===== src/design/msd_pkg.sv =====
// shared types, constants and register codes for the media stream deframer
package msd_pkg;

  localparam int unsigned LENGTH_BITS_DEF = 24;
  localparam int unsigned HEADER_BYTES    = 28;
  localparam int unsigned MESSAGE_BYTES   = 136;
  localparam int unsigned CFG_DATA_BITS   = 24;
  localparam int unsigned CFG_INDEX_BITS  = 3;

  localparam logic [7:0]  SYNC_FIRST_RST   = 8'd0;
  localparam logic [7:0]  SYNC_SECOND_RST  = 8'd0;
  localparam logic [7:0]  VIDEO_CODE_RST   = 8'd0;
  localparam logic [7:0]  AUDIO_CODE_RST   = 8'd1;
  localparam logic [7:0]  MESSAGE_CODE_RST = 8'd2;
  localparam logic [31:0] VIDEO_LIMIT_RST  = 32'd3584000;
  localparam logic [31:0] AUDIO_LIMIT_RST  = 32'd160;

  typedef enum logic [CFG_INDEX_BITS-1:0] {
    REG_SYNC_FIRST   = 3'd0,
    REG_SYNC_SECOND  = 3'd1,
    REG_VIDEO_CODE   = 3'd2,
    REG_AUDIO_CODE   = 3'd3,
    REG_MESSAGE_CODE = 3'd4,
    REG_VIDEO_LIMIT  = 3'd5,
    REG_AUDIO_LIMIT  = 3'd6
  } msd_reg_e;

  typedef enum logic [2:0] {
    PH_HUNT    = 3'd0,
    PH_SKIP    = 3'd1,
    PH_TYPE    = 3'd2,
    PH_HEADER  = 3'd3,
    PH_PAYLOAD = 3'd4,
    PH_MESSAGE = 3'd5
  } msd_phase_e;

  typedef enum logic [1:0] {
    KIND_VIDEO   = 2'd0,
    KIND_AUDIO   = 2'd1,
    KIND_MESSAGE = 2'd2
  } msd_kind_e;

  typedef struct packed {
    logic [7:0] rx_byte;
  } msd_in_t;

  typedef struct packed {
    logic [7:0]  payload_byte;
    logic        stream_kind;
    logic        has_byte;
    logic        frame_last;
    logic [63:0] frame_pts;
  } msd_out_t;

  typedef struct packed {
    logic [CFG_INDEX_BITS-1:0] reg_index;
    logic [CFG_DATA_BITS-1:0]  reg_value;
  } msd_cfg_t;

  // byte-wide codes seen by the parser
  typedef struct packed {
    logic [7:0] sync_first;
    logic [7:0] sync_second;
    logic [7:0] video_code;
    logic [7:0] audio_code;
    logic [7:0] message_code;
  } msd_codes_t;

endpackage


===== src/design/msd_stream_if.sv =====
// valid/ready channel carrying one payload item per transfer
interface msd_stream_if #(
  parameter type T = logic
);
  logic valid;
  logic ready;
  T     data;

  modport source (output valid, output data, input ready);
  modport sink   (input valid, input data, output ready);
endinterface


===== src/design/msd_parser.sv =====
// frame parser: phase machine, header capture and payload tagging
module msd_parser #(
  parameter int unsigned LENGTH_BITS = msd_pkg::LENGTH_BITS_DEF
) (
  input  logic                   clk_i,
  input  logic                   rst_ni,
  input  logic                   step_i,
  input  logic [7:0]             byte_i,
  input  msd_pkg::msd_codes_t    codes_i,
  input  logic [LENGTH_BITS-1:0] video_limit_i,
  input  logic [LENGTH_BITS-1:0] audio_limit_i,
  output logic                   res_valid_o,
  output msd_pkg::msd_out_t      res_o
);

  msd_pkg::msd_phase_e    phase_q, phase_d;
  msd_pkg::msd_kind_e     kind_q, kind_d;
  logic [7:0]             prior_q, prior_d;
  logic                   prior_valid_q, prior_valid_d;
  logic [7:0]             hdr_cnt_q, hdr_cnt_d;
  logic [63:0]            pts_q, pts_d;
  logic [31:0]            len_q, len_d;
  logic [LENGTH_BITS-1:0] rem_q, rem_d;

  logic        hdr_done;
  logic [31:0] len_full;
  logic        len_zero;
  logic        vid_over;
  logic        aud_over;
  logic        rem_last;
  logic        msg_done;
  logic        sync_hit;
  logic        hunting;

  assign hdr_done = (hdr_cnt_q == 8'(msd_pkg::HEADER_BYTES - 1));
  assign msg_done = (hdr_cnt_q >= 8'(msd_pkg::MESSAGE_BYTES - 1));
  // last header byte is the top byte of the little-endian length
  assign len_full = {byte_i, len_q[23:0]};
  assign len_zero = (len_full == 32'd0);
  assign vid_over = (len_full > 32'(video_limit_i));
  assign aud_over = (len_full > 32'(audio_limit_i));
  assign rem_last = (rem_q <= LENGTH_BITS'(1));
  assign sync_hit = prior_valid_q && (prior_q == codes_i.sync_first) &&
                    (byte_i == codes_i.sync_second);
  assign hunting  = !((phase_q == msd_pkg::PH_SKIP) || (phase_q == msd_pkg::PH_TYPE) ||
                      (phase_q == msd_pkg::PH_HEADER) || (phase_q == msd_pkg::PH_PAYLOAD) ||
                      (phase_q == msd_pkg::PH_MESSAGE));

  // next phase
  always_comb begin
    phase_d = phase_q;
    unique case (phase_q)
      msd_pkg::PH_SKIP: begin
        phase_d = msd_pkg::PH_TYPE;
      end
      msd_pkg::PH_TYPE: begin
        priority if (byte_i == codes_i.video_code) begin
          phase_d = msd_pkg::PH_HEADER;
        end else if (byte_i == codes_i.audio_code) begin
          phase_d = msd_pkg::PH_HEADER;
        end else if (byte_i == codes_i.message_code) begin
          phase_d = msd_pkg::PH_MESSAGE;
        end else begin
          phase_d = msd_pkg::PH_HUNT;
        end
      end
      msd_pkg::PH_HEADER: begin
        if (hdr_done) begin
          if (kind_q == msd_pkg::KIND_VIDEO) begin
            phase_d = (vid_over || len_zero) ? msd_pkg::PH_HUNT : msd_pkg::PH_PAYLOAD;
          end else begin
            phase_d = (aud_over || len_zero) ? msd_pkg::PH_HUNT : msd_pkg::PH_PAYLOAD;
          end
        end
      end
      msd_pkg::PH_PAYLOAD: begin
        if (rem_last) begin
          phase_d = msd_pkg::PH_HUNT;
        end
      end
      msd_pkg::PH_MESSAGE: begin
        if (msg_done) begin
          phase_d = msd_pkg::PH_HUNT;
        end
      end
      default: begin
        phase_d = sync_hit ? msd_pkg::PH_SKIP : msd_pkg::PH_HUNT;
      end
    endcase
  end

  // datapath registers
  always_comb begin
    kind_d        = kind_q;
    prior_d       = prior_q;
    prior_valid_d = prior_valid_q;
    hdr_cnt_d     = hdr_cnt_q;
    pts_d         = pts_q;
    len_d         = len_q;
    rem_d         = rem_q;
    if (hunting) begin
      if (sync_hit) begin
        prior_d       = 8'd0;
        prior_valid_d = 1'b0;
      end else begin
        prior_d       = byte_i;
        prior_valid_d = 1'b1;
      end
    end else begin
      unique case (phase_q)
        msd_pkg::PH_TYPE: begin
          hdr_cnt_d = 8'd0;
          pts_d     = 64'd0;
          len_d     = 32'd0;
          priority if (byte_i == codes_i.video_code) begin
            kind_d = msd_pkg::KIND_VIDEO;
          end else if (byte_i == codes_i.audio_code) begin
            kind_d = msd_pkg::KIND_AUDIO;
          end else if (byte_i == codes_i.message_code) begin
            kind_d = msd_pkg::KIND_MESSAGE;
          end else begin
            kind_d = kind_q;
          end
        end
        msd_pkg::PH_HEADER: begin
          hdr_cnt_d = hdr_cnt_q + 8'd1;
          // bytes 16..19 high pts word, 20..23 low word, 24..27 length
          if (hdr_cnt_q[7:2] == 6'd4) begin
            pts_d[{1'b1, hdr_cnt_q[1:0], 3'b000} +: 8] = byte_i;
          end else if (hdr_cnt_q[7:2] == 6'd5) begin
            pts_d[{1'b0, hdr_cnt_q[1:0], 3'b000} +: 8] = byte_i;
          end else if (hdr_cnt_q[7:2] == 6'd6) begin
            len_d[{hdr_cnt_q[1:0], 3'b000} +: 8] = byte_i;
          end
          rem_d = len_full[LENGTH_BITS-1:0];
        end
        msd_pkg::PH_PAYLOAD: begin
          rem_d = rem_q - LENGTH_BITS'(1);
        end
        msd_pkg::PH_MESSAGE: begin
          hdr_cnt_d = hdr_cnt_q + 8'd1;
        end
        default: begin
          hdr_cnt_d = hdr_cnt_q;
        end
      endcase
      if (phase_d == msd_pkg::PH_HUNT) begin
        prior_d       = 8'd0;
        prior_valid_d = 1'b0;
        hdr_cnt_d     = 8'd0;
      end
    end
  end

  // result of this byte
  always_comb begin
    res_valid_o        = 1'b0;
    res_o.payload_byte = 8'd0;
    res_o.stream_kind  = (kind_q == msd_pkg::KIND_AUDIO);
    res_o.has_byte     = 1'b0;
    res_o.frame_last   = 1'b1;
    res_o.frame_pts    = pts_q;
    if (phase_q == msd_pkg::PH_PAYLOAD) begin
      res_valid_o        = 1'b1;
      res_o.payload_byte = byte_i;
      res_o.has_byte     = 1'b1;
      res_o.frame_last   = rem_last;
    end else if ((phase_q == msd_pkg::PH_HEADER) && hdr_done &&
                 (kind_q == msd_pkg::KIND_VIDEO) && !vid_over && len_zero) begin
      // empty video frame marker
      res_valid_o = 1'b1;
    end
  end

  always_ff @(posedge clk_i or negedge rst_ni) begin
    if (!rst_ni) begin
      phase_q       <= msd_pkg::PH_HUNT;
      kind_q        <= msd_pkg::KIND_VIDEO;
      prior_q       <= 8'd0;
      prior_valid_q <= 1'b0;
      hdr_cnt_q     <= 8'd0;
      pts_q         <= 64'd0;
      len_q         <= 32'd0;
      rem_q         <= '0;
    end else if (step_i) begin
      phase_q       <= phase_d;
      kind_q        <= kind_d;
      prior_q       <= prior_d;
      prior_valid_q <= prior_valid_d;
      hdr_cnt_q     <= hdr_cnt_d;
      pts_q         <= pts_d;
      len_q         <= len_d;
      rem_q         <= rem_d;
    end
  end

endmodule


===== src/design/media_stream_deframer.sv =====
// top level of the media stream deframer: config registers, byte register, result register
//
//   channel | dir | payload                                              | transfer
//   rx_i    | in  | rx_byte                                              | valid & ready
//   res_o   | out | payload_byte, stream_kind, has_byte, frame_last, pts | valid & ready
//   cfg_i   | in  | reg_index, reg_value                                 | valid & ready
//
// one byte per cycle sustained while the result register is not stalled; a transferred byte
// waits in the input register until it is parsed, and any result of that byte loads the output
// register when it is parsed; res_o.valid is driven by that output register.
// reset clears all parse state and loads the register defaults; no clearing pass.
// a stalled result register holds the parser, and the input register then holds one byte
// before rx_i.ready drops. cfg_i is always ready.
module media_stream_deframer #(
  parameter int unsigned LENGTH_BITS = msd_pkg::LENGTH_BITS_DEF
) (
  input  logic clk_i,
  input  logic rst_ni,
  msd_stream_if.sink   rx_i,
  msd_stream_if.source res_o,
  msd_stream_if.sink   cfg_i
);

  msd_pkg::msd_codes_t    codes_q;
  logic [LENGTH_BITS-1:0] vid_lim_q;
  logic [LENGTH_BITS-1:0] aud_lim_q;

  logic              in_valid_q;
  logic [7:0]        in_byte_q;
  logic              out_valid_q;
  msd_pkg::msd_out_t out_q;

  logic              step;
  logic              res_valid;
  msd_pkg::msd_out_t res;
  msd_pkg::msd_cfg_t cfg;
  msd_pkg::msd_in_t  rx;

  assign cfg = cfg_i.data;
  assign rx  = rx_i.data;
  assign cfg_i.ready = 1'b1;

  always_ff @(posedge clk_i or negedge rst_ni) begin
    if (!rst_ni) begin
      codes_q.sync_first   <= msd_pkg::SYNC_FIRST_RST;
      codes_q.sync_second  <= msd_pkg::SYNC_SECOND_RST;
      codes_q.video_code   <= msd_pkg::VIDEO_CODE_RST;
      codes_q.audio_code   <= msd_pkg::AUDIO_CODE_RST;
      codes_q.message_code <= msd_pkg::MESSAGE_CODE_RST;
      vid_lim_q            <= LENGTH_BITS'(msd_pkg::VIDEO_LIMIT_RST);
      aud_lim_q            <= LENGTH_BITS'(msd_pkg::AUDIO_LIMIT_RST);
    end else if (cfg_i.valid) begin
      unique case (cfg.reg_index)
        msd_pkg::REG_SYNC_FIRST:   codes_q.sync_first   <= cfg.reg_value[7:0];
        msd_pkg::REG_SYNC_SECOND:  codes_q.sync_second  <= cfg.reg_value[7:0];
        msd_pkg::REG_VIDEO_CODE:   codes_q.video_code   <= cfg.reg_value[7:0];
        msd_pkg::REG_AUDIO_CODE:   codes_q.audio_code   <= cfg.reg_value[7:0];
        msd_pkg::REG_MESSAGE_CODE: codes_q.message_code <= cfg.reg_value[7:0];
        msd_pkg::REG_VIDEO_LIMIT:  vid_lim_q <= LENGTH_BITS'(cfg.reg_value);
        msd_pkg::REG_AUDIO_LIMIT:  aud_lim_q <= LENGTH_BITS'(cfg.reg_value);
        default: ;
      endcase
    end
  end

  // parse the held byte when the result register has room
  assign step       = in_valid_q && (!out_valid_q || res_o.ready);
  assign rx_i.ready = !in_valid_q || step;

  always_ff @(posedge clk_i or negedge rst_ni) begin
    if (!rst_ni) begin
      in_valid_q <= 1'b0;
    end else if (rx_i.ready) begin
      in_valid_q <= rx_i.valid;
    end
  end

  always_ff @(posedge clk_i) begin
    if (rx_i.valid && rx_i.ready) begin
      in_byte_q <= rx.rx_byte;
    end
  end

  msd_parser #(
    .LENGTH_BITS (LENGTH_BITS)
  ) u_parser (
    .clk_i         (clk_i),
    .rst_ni        (rst_ni),
    .step_i        (step),
    .byte_i        (in_byte_q),
    .codes_i       (codes_q),
    .video_limit_i (vid_lim_q),
    .audio_limit_i (aud_lim_q),
    .res_valid_o   (res_valid),
    .res_o         (res)
  );

  always_ff @(posedge clk_i or negedge rst_ni) begin
    if (!rst_ni) begin
      out_valid_q <= 1'b0;
    end else if (step && res_valid) begin
      out_valid_q <= 1'b1;
    end else if (res_o.ready) begin
      out_valid_q <= 1'b0;
    end
  end

  always_ff @(posedge clk_i) begin
    if (step && res_valid) begin
      out_q <= res;
    end
  end

  assign res_o.valid = out_valid_q;
  assign res_o.data  = out_q;

endmodule

===== src/flat_wrapper.sv =====
// flat-port wrapper written by rule: the top's interface ports become plain ports
module media_stream_deframer_flat 
#(
  parameter int unsigned LENGTH_BITS = msd_pkg::LENGTH_BITS_DEF
)
  (clk_i, rst_ni, rx_i_valid, rx_i_data, rx_i_ready, res_o_valid, res_o_data, res_o_ready, cfg_i_valid, cfg_i_data, cfg_i_ready);
  msd_stream_if rx_i_i ();
  msd_stream_if res_o_i ();
  msd_stream_if cfg_i_i ();
  input  logic clk_i;
  input  logic rst_ni;
  input wire logic [$bits(rx_i_i.valid)-1:0] rx_i_valid;
  input wire logic [$bits(rx_i_i.data)-1:0] rx_i_data;
  output wire logic [$bits(rx_i_i.ready)-1:0] rx_i_ready;
  output wire logic [$bits(res_o_i.valid)-1:0] res_o_valid;
  output wire logic [$bits(res_o_i.data)-1:0] res_o_data;
  input wire logic [$bits(res_o_i.ready)-1:0] res_o_ready;
  input wire logic [$bits(cfg_i_i.valid)-1:0] cfg_i_valid;
  input wire logic [$bits(cfg_i_i.data)-1:0] cfg_i_data;
  output wire logic [$bits(cfg_i_i.ready)-1:0] cfg_i_ready;
  assign rx_i_i.valid = rx_i_valid;
  assign rx_i_i.data = rx_i_data;
  assign rx_i_ready = rx_i_i.ready;
  assign res_o_valid = res_o_i.valid;
  assign res_o_data = res_o_i.data;
  assign res_o_i.ready = res_o_ready;
  assign cfg_i_i.valid = cfg_i_valid;
  assign cfg_i_i.data = cfg_i_data;
  assign cfg_i_ready = cfg_i_i.ready;
  media_stream_deframer #(.LENGTH_BITS(LENGTH_BITS)) u_core (.clk_i(clk_i), .rst_ni(rst_ni), .rx_i(rx_i_i), .res_o(res_o_i), .cfg_i(cfg_i_i));
endmodule

===== config.mk =====
export PLATFORM = sky130hd
export DESIGN_NAME = media_stream_deframer_flat
export DESIGN_NICKNAME = d
export VERILOG_FILES = /design/src/design/msd_pkg.sv /design/src/design/msd_stream_if.sv /design/src/design/msd_parser.sv /design/src/design/media_stream_deframer.sv /design/src/flat_wrapper.sv
export SDC_FILE = /design/constraint.sdc
export NUM_CORES = 1
export LEC_CHECK = 0
export BUFFER_PORTS_ARGS = -buffer_cell sky130_fd_sc_hd__buf_2
export CAP_MARGIN = 0
export CORE_MARGIN = 3
export CORE_UTILIZATION = 55
export CTS_CLUSTER_SIZE = 24
export DETAILED_ROUTE_END_ITERATION = 12
export PLACE_DENSITY = 0.77
export SYNTH_ARGS = -nofsm -noshare
export SYNTH_HDL_FRONTEND = slang
export SYNTH_HIERARCHICAL = 1
export SYNTH_SLANG_ARGS = --single-unit

===== constraint.sdc =====
create_clock -name clk_i -period 3.6 [get_ports clk_i]
set_input_delay 0.54 -clock clk_i [delete_from_list [all_inputs] [get_ports clk_i]]
set_output_delay 0.54 -clock clk_i [all_outputs]
set_load 0.05 [all_outputs]

==> out/summary.md, run 1 <==
* Iteration-0 DRC Markers: 373
* DIE AREA: 0.0120 mm²
* CTS Buf Count: 9
* root buffer cell: sky130_fd_sc_hd__clkbuf_8
* result of the run: complete, no violations
* power density over the cells: 540 mW/mm²
* layout overhead on the synthesized area: 12.2%
* Worst Setup Slack, final: 0.615 ns
* count of input and output buffers: 9
* number of H-tree branching levels: 3
* placer congestion estimate: 0.917
* RSZ-0062 raised after global routing: no
* via count of the first global-routing pass: 5168
* Layout Cells excl Fill: 958
* count of endpoints failing hold in the final timing report: 0
* class of the tightest hold or removal check: in -> async
* io pins: 11
* Worst-path clk slew: 0.09 ns
* routed vias/inst: 5.60
* LEAKAGE: 3.12 nW
* residual antenna-violating net count after detailed routing: 0
* critical path peak fanout: 9
* combined area of all synthesized cells: 0.00592 mm²
* hold buffer count at cts: 0
* number of buffers added for setup after CTS: 0
* Routed wire per std cell: 14.8 µm
* pin count of the biggest net entering global routing: 75
* Max VDD drop: 0.425 mV
* final number of max-transition violations: 0
* multi-input logic area: 0.00405 mm²
* clock tree from TritonCTS: done
* number of buffers and inverters on the critical path: 0
* MaxCap Viol Count: 0
* fill cell total of the finished layout: 896
* combined global-route utilization of all metal layers: 25.5%
* CP startpoint kind: flip-flop
* DR pass1 iterations: 5
* vertical die dimension: 110 µm
* Max Buffers Root-to-Sink: 2
* clk_lat worst skew: 0.37 ns
* average size of a mapped cell: 8.24 µm²
* total routed wirelength: 14.2 mm
* number of vias in the routed layout: 5369
* total number of nets in the final design: 879
* setup total negative slack: 0 ns
* Worst Setup Path Type: reg -> reg
* total number of placement rows: 37
* Highest Clock Rate: 335 MHz
* floorplan die width: 110 µm
* ratio of cells with drive above 1 in the final layout: 6.33%
* wire length of the first global-routing pass: 24.2 mm
* Worst-Margin Slew: 1.02 ns
* post-cts sizing count: 0
* remaining global-route overflow: 0
* top cell family by delay on the critical path: simple AND/OR/NAND/NOR gates
* Post-Syn Instances: 719
* register area: 0.00191 mm²
* Placeable Area: 0.0104 mm²
* ratio of final minimum period to clock period: 82.9%
* CTS Sinks: 76
* largest stage delay on the critical path: 0.59 ns
* relative slew slack: 31.6%
* kind of end point of the critical path: flip-flop
* setup-violating endpoint count in the final report: 0
* post-layout min period: 2.98 ns
* worst-case clock skew: 0.0130 ns
* register-to-register setup slack: 0.62 ns
* cell breakdown of the critical path: ha_1 > nand4_1 > or4_1 > a21oi_1 > a2111oi_0 > nand4b_1 > a41oi_4 > o21ai_0 > nand2_1 > a22o_1
* number of remaining DRC errors: 0
* HPWL reported at the end of detailed placement: 10.8 mm
* Post-Place Worst Slack: 0.626 ns
* critical path's slowest cell: sky130_fd_sc_hd__or4_1
* antenna violations before repair: 0
* placed cell count: 942
* Power Total: 3.59 mW
* synth warn: 6
* worst endpoint data arrival time: 3.24 ns
* antenna diode instance count: 0
* data required time of the critical path: 3.85 ns
* starting utilization of the core area: 56.9%
==> flip-flops by register name (all words and copies together) (netlist names) <==
name                           cells
u_core/res_o.valid                 1
u_core/u_parser/rem_q             24
u_core/res_o.data                  1
u_core/u_parser/kind_q             2
u_core/in_valid_q                  1
u_core/u_parser/len_q             24
u_core/u_parser/prior_q            8
u_core/u_parser/hdr_cnt_q          8
u_core/u_parser/phase_q            3
u_core/u_parser/prior_valid_q      1
u_core/codes_q                     1
u_core/u_parser/pts_q              1
u_core/in_byte_q                   1
==> layer usage <==
metal	vias up	global-route usage, %	share of wire (%)
met5	-	0	0
met2	138	43.0	49
met4	0	12.1	3.1
met1	2554	32.2	44
met3	37	3.41	4.2
li1	2640	-	-
==> power by group <==
group | switching (mW) | internal [mW]
Combinational | 1.03 | 0.572
Clock | 0.367 | 0.345
Sequential | 0.228 | 1.04
Total | 1.63 | 1.96
==> metrics by stage <==
step | cell area [µm²] | utilization [%] | hold WS (ns)
5_1_grt | 6650 | 63.8 | 0.356
6_report | 6650 | 63.8 | 0.286
3_3_place_gp | 6440 | 61.8 | 0.439
2_1_floorplan | 6320 | - | 0.244
4_1_cts | 6650 | 63.8 | 0.345
3_5_place_dp | 6440 | 61.8 | 0.445
==> path summary, 6_finish.rpt <==
path | end | start | cells after the start
min in group clk_i | u_core/in_byte_q[0] | rx_i_data | 1
min reg2reg | u_core/res_o.data | u_core/u_parser/pts_q[0] | 0
min | u_core/u_parser/rem_q[6] | rst_ni | 1
max | u_core/u_parser/prior_q[4] | u_core/u_parser/len_q[13] | 10
max in group asynchronous | u_core/u_parser/prior_q[6] | rst_ni | 1
max reg2reg | u_core/u_parser/prior_q[4] | u_core/u_parser/len_q[13] | 10
==> cell type report <==
cell class                 instances  share of cell area (%)
inverter                          58                    3.28
sequential                        76                    28.8
clock buffer                      10                    2.07
multi-input combinational        657                    60.9
clock inverter                     6                    1.07
tap                              136                    2.56
timing repair buffer              15                    1.39
==> cell usage in the layout (no fill, tap or decap), types with 11 or more instances in the layout <==
master,count
sky130_fd_sc_hd__inv_1,58
sky130_fd_sc_hd__nor2_1,50
sky130_fd_sc_hd__nand4_1,17
sky130_fd_sc_hd__nand2_1,85
sky130_fd_sc_hd__conb_1,109
sky130_fd_sc_hd__nor4_1,17
sky130_fd_sc_hd__dfrtp_1,74
sky130_fd_sc_hd__a21oi_1,58
sky130_fd_sc_hd__xnor2_1,21
sky130_fd_sc_hd__ha_1,55
sky130_fd_sc_hd__nor3_1,18
sky130_fd_sc_hd__o21ai_0,56
sky130_fd_sc_hd__xor2_1,19
sky130_fd_sc_hd__nand3_1,14
sky130_fd_sc_hd__a22o_1,11
(Power assumes the default switching activity.)
==> inputs of run 2 (changes only) <==
--- a/config.mk
+++ b/config.mk
@@ -11,7 +11,7 @@
 export CORE_UTILIZATION = 55
 export CTS_CLUSTER_SIZE = 24
 export DETAILED_ROUTE_END_ITERATION = 12
-export PLACE_DENSITY = 0.77
+export PLACE_DENSITY = 0.8
 export SYNTH_ARGS = -nofsm -noshare
 export SYNTH_HDL_FRONTEND = slang
 export SYNTH_HIERARCHICAL = 1
==> constraint.sdc (replaced) <==
create_clock -name clk_i -period 2.72 [get_ports clk_i]
set_input_delay 0.408 -clock clk_i [delete_from_list [all_inputs] [get_ports clk_i]]
set_output_delay 0.408 -clock clk_i [all_outputs]
set_load 0.05 [all_outputs]
==> out/summary.md, run 2 (same netlist as run 1, synthesis figures left out) <==
* result of the run: finished, violations left
* failing checks: negative setup slack
* residual antenna-violating net count after detailed routing: 0, unchanged
* clock tree from TritonCTS: done
* count of input and output buffers: 9, unchanged
* routed vias/inst: 5.56, -0.84%
* wire length of the first global-routing pass: 25.7 mm, +6.3%
* HPWL reported at the end of detailed placement: 11.7 mm, +8.5%
* CTS Buf Count: 9, unchanged
* largest registers: u_core/u_parser/len_q: 24 flops, u_core/u_parser/rem_q: 24 flops
* Worst Setup Path Type: reg -> reg
* Worst Setup Slack, final: -0.00120 ns, -0.616 ns
* most frequent standard cell in the layout excluding fill and tap cells: sky130_fd_sc_hd__conb_1
* Cell Area, Placed: 0.00684 mm², +6.3%
* Post-Place Worst Slack: -0.115 ns, -0.741 ns
* count of endpoints failing hold in the final timing report: 0, unchanged
* power density over the cells: 693 mW/mm², +28%
* placer congestion estimate: 0.867, -5.4%
* top cell family by delay on the critical path: compound AO/OA/AOI/OAI gates
* LEAKAGE: 3.44 nW, +10%
* clk_lat worst skew: 0.35 ns, -0.02 ns
* MaxCap Viol Count: 0, unchanged
* worst endpoint data arrival time: 3.02 ns, -0.22 ns
* combined global-route utilization of all metal layers: 27.0%, +1.5 points
* Worst-path clk slew: 0.09 ns, about the same
* antenna diode instance count: 0, unchanged
* number of cells on the critical path: 10, unchanged
* Max VDD drop: 0.691 mV, +63%
* ratio of cells with drive above 1 in the final layout: 14.2%, +7.9 points
* setup-violating endpoint count in the final report: 1, +1
* register-to-register setup slack: -0.001 ns, -0.62 ns
* critical path's slowest cell: sky130_fd_sc_hd__dfrtp_1
* critical path launch point: u_core/u_parser/len_q[14]
* CP startpoint kind: flip-flop
* cell breakdown of the critical path: buf_4 > ha_1 > nand4_1 > nor3_1 > and3_1 > o2111ai_2 > a41oi_4 > o221ai_4 > o21bai_1 > a22o_1
* Iteration-0 DRC Markers: 393, +5.4%
* Layout Cells excl Fill: 1017, +6.2%
* commonest cells after routing, fill and taps aside: sky130_fd_sc_hd__conb_1 (109), sky130_fd_sc_hd__nand2_1 (84), sky130_fd_sc_hd__dfrtp_1 (73)
* number of remaining DRC errors: 0, unchanged
* setup total negative slack: -0.00120 ns, -0.00120 ns
* vertical die dimension: 110 µm, unchanged
* critical path peak fanout: 8, -1
* pin count of the biggest net entering global routing: 75, unchanged
* worst-case clock skew: 0.0148 ns, +0.00182 ns
* via count of the first global-routing pass: 5472, +5.9%
* DIE AREA: 0.0120 mm², unchanged
* ratio of final minimum period to clock period: 100%, +17 points
* number of vias in the routed layout: 5652, +5.3%
* kind of end point of the critical path: flip-flop
* Highest Clock Rate: 367 MHz, +9.7%
* cell depth of the worst flop-to-flop path: 10, unchanged
* Critical R2R Capture: u_core/u_parser/hdr_cnt_q[2]
* total number of placement rows: 37, unchanged
* floorplan die width: 110 µm, unchanged
* Max Buffers Root-to-Sink: 2, unchanged
* io pins: 11, unchanged
* CTS Sinks: 76, unchanged
* number of buffers and inverters on the critical path: 1, +1
* data required time of the critical path: 3.02 ns, -0.83 ns
* total routed wirelength: 15.6 mm, +10%
* endpoint of the worst setup timing path: u_core/u_parser/hdr_cnt_q[2]
* relative slew slack: 36.1%, +4.5 points
* remaining global-route overflow: 0, unchanged
* post-route cell area: 0.00721 mm², +8.5%
* layout overhead on the synthesized area: 21.8%
* Routed wire per std cell: 15.4 µm, +3.8%
* DR pass1 iterations: 7, +2
* largest stage delay on the critical path: 0.39 ns, -0.20 ns
* final number of max-transition violations: 0, unchanged
* root buffer cell: sky130_fd_sc_hd__clkbuf_8
* placed cell count: 996, +5.7%
* Worst-Margin Slew: 0.959 ns, -0.0602 ns
* post-layout min period: 2.72 ns, -0.264 ns
* RSZ-0062 raised after global routing: yes
* class of the tightest hold or removal check: in -> async
* starting utilization of the core area: 56.9%, unchanged
* startpoint of the lowest-slack register-to-register path: u_core/u_parser/len_q[14]
* number of H-tree branching levels: 3, unchanged
* Placeable Area: 0.0104 mm², unchanged
* total number of nets in the final design: 938, +6.7%
* antenna violations before repair: 0, unchanged
[run 2: changes by cell type in the layout (fill, tap and decap cells not counted), moves of 2 or more]
cell                        before  now
sky130_fd_sc_hd__a2111oi_0       3    0
sky130_fd_sc_hd__a2111oi_1       0    2
sky130_fd_sc_hd__buf_4           7   66
sky130_fd_sc_hd__ha_1           55   52
sky130_fd_sc_hd__ha_4            0    3
sky130_fd_sc_hd__inv_6           2    0
sky130_fd_sc_hd__nor2_1         50   48
sky130_fd_sc_hd__nor2_2          0    2
sky130_fd_sc_hd__nor4_1         17   15
sky130_fd_sc_hd__nor4_2          1    3
sky130_fd_sc_hd__o2111ai_1       2    0
sky130_fd_sc_hd__o2111ai_2       0    2
[run 2: area by class of cell]
type	count	area, µm²
clock buffers	12	155
clock inverters	4	72.6
fillers	834	3210
inverters	58	218
multi-input cells	657	4150
flip-flops and latches	76	1910
well taps	136	170
repair buffers	74	536
[run 2: repair_timing]
| item | CTS | global route |
|---|---|---|
| gates resized for setup | 12 | 9 |
| pin swaps | 11 | 10 |
| buffers inserted | 4 | 1 |
| endpoints found under the setup margin | 12 | 17 |
| hold buffers | 0 | 0 |
[run 2: worst register-to-register path: stages, from the launching register on]
cell,delay [ns]
sky130_fd_sc_hd__dfrtp_1,0.39
sky130_fd_sc_hd__buf_4,0.17
sky130_fd_sc_hd__ha_1,0.29
sky130_fd_sc_hd__nand4_1,0.22
sky130_fd_sc_hd__nor3_1,0.38
sky130_fd_sc_hd__and3_1,0.25
sky130_fd_sc_hd__o2111ai_2,0.15
sky130_fd_sc_hd__a41oi_4,0.25
sky130_fd_sc_hd__o221ai_4,0.20
sky130_fd_sc_hd__o21bai_1,0.24
sky130_fd_sc_hd__a22o_1,0.14
[run 2: worst min path at each step]
stage / endpoint / slack (ns) / cells past startpoint
6_report: u_core/u_parser/rem_q[5] / 0.22 / 1
5_1_grt: u_core/in_byte_q[0] / 0.23 / 1
4_1_cts: u_core/in_byte_q[0] / 0.23 / 1
3_5_place_dp: u_core/res_o.data / 0.44 / 0
3_3_place_gp: u_core/res_o.data / 0.46 / 0
2_1_floorplan: u_core/codes_q[32] / 0.11 / 0
[run 2: where the power goes]
group | leakage (nW) | switching [mW] | internal (mW) | total [mW]
Combinational | 2.33 | 1.48 | 0.872 | 2.35
Clock | 0.113 | 0.431 | 0.567 | 0.998
Sequential | 1.00 | 0.266 | 1.38 | 1.65
[run 2: routing by layer]
layer  share of wire (%)  vias up  GRT usage (%)
met5                   0        -              0
met4                 2.9        0           10.1
met3                 4.0       37           3.05
met2                  52      175           48.8
met1                  42     2685           32.8
li1                    -     2755              -
[run 2: per-stage QoR]
stage	hold slack (ns)	utilization (%)	power, mW
2_1_floorplan	0.112	-	3.30
3_3_place_gp	0.457	65.7	3.77
3_5_place_dp	0.441	65.7	3.89
4_1_cts	0.225	68.8	4.91
5_1_grt	0.226	69.2	5.32
6_report	0.218	69.2	5.00
==> inputs of run 3 (changes only) <==
--- a/config.mk
+++ b/config.mk
@@ -11,8 +11,8 @@
 export CORE_UTILIZATION = 55
 export CTS_CLUSTER_SIZE = 24
 export DETAILED_ROUTE_END_ITERATION = 12
-export PLACE_DENSITY = 0.8
+export PLACE_DENSITY = 0.81
 export SYNTH_ARGS = -nofsm -noshare
 export SYNTH_HDL_FRONTEND = slang
-export SYNTH_HIERARCHICAL = 1
 export SYNTH_SLANG_ARGS = --single-unit
+export TNS_END_PERCENT = 100
==> out/summary.md, run 3 <==
* post-cts sizing count: 0, -12
* fraction of post-synthesis cell area in the top cell type by area: 41.6%
* Worst Setup Path Type: reg -> reg
* total number of nets in the final design: 321, -66%
* class of the tightest hold or removal check: in -> async
* result of the run: complete, no violations
* count of endpoints failing hold in the final timing report: 0, unchanged
* pin count of the biggest net entering global routing: 46, -39%
* commonest cells after routing, fill and taps aside: sky130_fd_sc_hd__dfrtp_1 (45), sky130_fd_sc_hd__nor2_1 (37), sky130_fd_sc_hd__nand2_1 (31)
* worst-case clock skew: 0.00423 ns, -0.0106 ns
* number of remaining DRC errors: 0, unchanged
* critical path peak fanout: 6, -2
* top cell family by delay on the critical path: compound AO/OA/AOI/OAI gates
* max reg flops: 24
* MaxCap Viol Count: 0, unchanged
* antenna diode instance count: 0, unchanged
* commonest cells in the netlist: sky130_fd_sc_hd__dfrtp_1 (45), sky130_fd_sc_hd__nor2_1 (37), sky130_fd_sc_hd__nand2_1 (31), sky130_fd_sc_hd__o21ai_0 (18)
* Power Total: 1.99 mW, -60%
* CP most frequent cell: sky130_fd_sc_hd__nand3_1
* CP startpoint kind: flip-flop
* residual antenna-violating net count after detailed routing: 0, unchanged
* Layout Cells excl Fill: 373, -63%
* total number of placement rows: 24, -35%
* relative slew slack: 34.3%, -1.8 points
* largest stage delay on the critical path: 0.53 ns, +0.14 ns
* RSZ-0062 raised after global routing: no
* number of synthesized register bits: 47
* data required time of the critical path: 2.94 ns, -0.08 ns
* CTS Sinks: 47, -38%
* vertical die dimension: 76.2 µm, -31%
* synth warn: 0, -6
* Routed wire per std cell: 14.7 µm, -4.4%
* cell breakdown of the critical path: ha_1 > a21oi_1 > nand2_1 > a2111oi_0 > o31ai_1 > nand3_1 > nand3_1 > o2bb2ai_1
* number of H-tree branching levels: 2, -1
* critical path launch point: u_core.u_parser.hdr_cnt_q[0]
* hold buffer count at cts: 0, unchanged
* startpoint of the lowest-slack register-to-register path: u_core.u_parser.hdr_cnt_q[0]
* placed cell count: 365, -63%
* count of input and output buffers: 9, unchanged
* setup-violating endpoint count in the final report: 0, -1
* kind of end point of the critical path: flip-flop
* worst endpoint data arrival time: 2.63 ns, -0.39 ns
* remaining global-route overflow: 0, unchanged
* via count of the first global-routing pass: 2074, -62%
* Worst-Margin Slew: 0.986 ns, +0.0269 ns
* number of buffers added for setup after CTS: 0, -4
* Worst-path clk slew: 0.08 ns, about the same
* post-layout min period: 2.41 ns, -0.313 ns
* ratio of final minimum period to clock period: 88.5%, -12 points
* LEAKAGE: 1.30 nW, -62%
* distinct cell type count after synthesis: 56
* number of nets in the synthesized netlist: 308
* Worst Setup Slack, final: 0.312 ns, +0.313 ns
* ratio of cells with drive above 1 in the final layout: 11.7%, -2.5 points
* predominant post-synthesis flop cell: sky130_fd_sc_hd__dfrtp_1
* layout overhead on the synthesized area: 7.58%
* final core occ: 63.8%, -5.4 points
* CTS Buf Count: 5, -4
* average size of a mapped cell: 9.21 µm², +12%
* routed vias/inst: 5.90, +6.2%
* Post-Place Worst Slack: 0.327 ns, +0.442 ns
* placer congestion estimate: 0.831, -4.1%
* antenna violations before repair: 0, unchanged
* power density over the cells: 683 mW/mm², -1.3%
* critical path's slowest cell: sky130_fd_sc_hd__a2111oi_0
* most frequent standard cell in the layout excluding fill and tap cells: sky130_fd_sc_hd__dfrtp_1
* io pins: 11, unchanged
* wire length of the first global-routing pass: 9.64 mm, -63%
* total routed wirelength: 5.48 mm, -65%
* floorplan die width: 76.2 µm, -31%
* Placeable Area: 0.00456 mm², -56%
* Max VDD drop: 0.434 mV, -37%
* DR pass1 iterations: 5, -2
* DIE AREA: 0.00580 mm², -52%
* share of the yosys chip area belonging to registers: 43.8%
* largest registers: u_core.u_parser.rem_q: 24 flops, u_core.u_parser.hdr_cnt_q: 8 flops
* register ranked first by flip-flop count: u_core.u_parser.rem_q
* largest area contributor in the netlist: sky130_fd_sc_hd__dfrtp_1
* combined area of all synthesized cells: 0.00271 mm², -54%
* setup total negative slack: 0 ns, +0.00120 ns
* cell with the most instances after synthesis: sky130_fd_sc_hd__dfrtp_1
* number of vias in the routed layout: 2202, -61%
* EDFF count, synth: 2
* Iteration-0 DRC Markers: 222, -44%
* Max Buffers Root-to-Sink: 2, unchanged
* clock tree from TritonCTS: done
* starting utilization of the core area: 59.3%, +2.5 points
* clk_lat worst skew: 0.30 ns, -0.05 ns
* Area contributors post-synth: sky130_fd_sc_hd__dfrtp_1 (42%), sky130_fd_sc_hd__nor2_1 (5.1%), sky130_fd_sc_hd__nand2_1 (4.3%), sky130_fd_sc_hd__o21ai_0 (3.3%), sky130_fd_sc_hd__ha_1 (3.2%)
* Post-Syn Instances: 294, -59%
* final number of max-transition violations: 0, unchanged
* HPWL reported at the end of detailed placement: 3.98 mm, -66%
* combined global-route utilization of all metal layers: 20.1%, -6.9 points
* asr flop ratio synth: 95.7%
* number of buffers and inverters on the critical path: 0, -1
* Highest Clock Rate: 415 MHz, +13%
* root buffer cell: sky130_fd_sc_hd__clkbuf_8
==> run 3: worst register-to-register path: stages, from the launching register on <==
cell and delay (ns):
sky130_fd_sc_hd__dfrtp_1 0.44, sky130_fd_sc_hd__ha_1 0.28, sky130_fd_sc_hd__a21oi_1 0.14, sky130_fd_sc_hd__nand2_1 0.06, sky130_fd_sc_hd__a2111oi_0 0.53, sky130_fd_sc_hd__o31ai_1 0.18
sky130_fd_sc_hd__nand3_1 0.20, sky130_fd_sc_hd__nand3_1 0.26, sky130_fd_sc_hd__o2bb2ai_1 0.23
==> run 3: per-stage QoR <==
| step | hold WS (ns) | cell area (µm²) |
|---|---|---|
| floorplan | 0.112 | 2710 |
| global placement | 0.458 | 2830 |
| detailed placement | 0.468 | 2830 |
| CTS | 0.279 | 2910 |
| global route | 0.274 | 2910 |
| finish | 0.273 | 2910 |
==> run 3: routing by layer <==
layer  GRT usage [%]  wire length (µm)  part of all wire (%)
met3            4.02               322                   5.9
met1            28.3              2650                    48
met2            32.0              2450                    45
met4            5.25                63                   1.1
met5               0                 0                     0
==> run 3: where the power goes <==
part	total, mW	leakage (nW)	internal [mW]	switching [mW]
clock network	0.398	0.0395	0.183	0.215
registers	0.960	0.620	0.817	0.143
logic	0.633	0.645	0.262	0.371
==> run 3: cells by family (layout without fill, tap and decap cells) <==
| logic type | after synthesis | in the layout | share of synthesized area, % |
|---|---|---|---|
| AOI/OAI and AO/OA | 60 | 60 | 14.6 |
| xor gates and xnor gates | 18 | 18 | 5.82 |
| adders and majority gates | 7 | 7 | 3.23 |
| buffers and inverters | 17 | 31 | 2.96 |
| DFF | 47 | 47 | 43.8 |
| muxes | 9 | 9 | 3.47 |
| other | 1 | 1 | 0.138 |
| and+or+nand+nor | 135 | 135 | 25.9 |
==> run 3: final cells by class <==
cell class              count  area (µm²)
fillers                   383        1650
multi-input cells         230        1440
flip-flops and latches     47        1190
repair buffers             16        97.6
well taps                  65        81.3
clock buffers               8        80.1
inverters                   7        26.3
==> run 3: path summary, 6_finish.rpt <==
kind                                                 to  slack (ns)  cells past startpoint
max                        u_core.u_parser.hdr_cnt_q[6]        0.31                      8
min                        u_core.u_parser.hdr_cnt_q[5]        0.27                      1
max reg2reg                u_core.u_parser.hdr_cnt_q[6]        0.31                      8
min reg2reg                           u_core.res_o.data        0.48                      0
max in group asynchronous     u_core.u_parser.rem_q[21]        1.85                      1
min in group clk_i                  u_core.in_byte_q[0]        0.28                      1
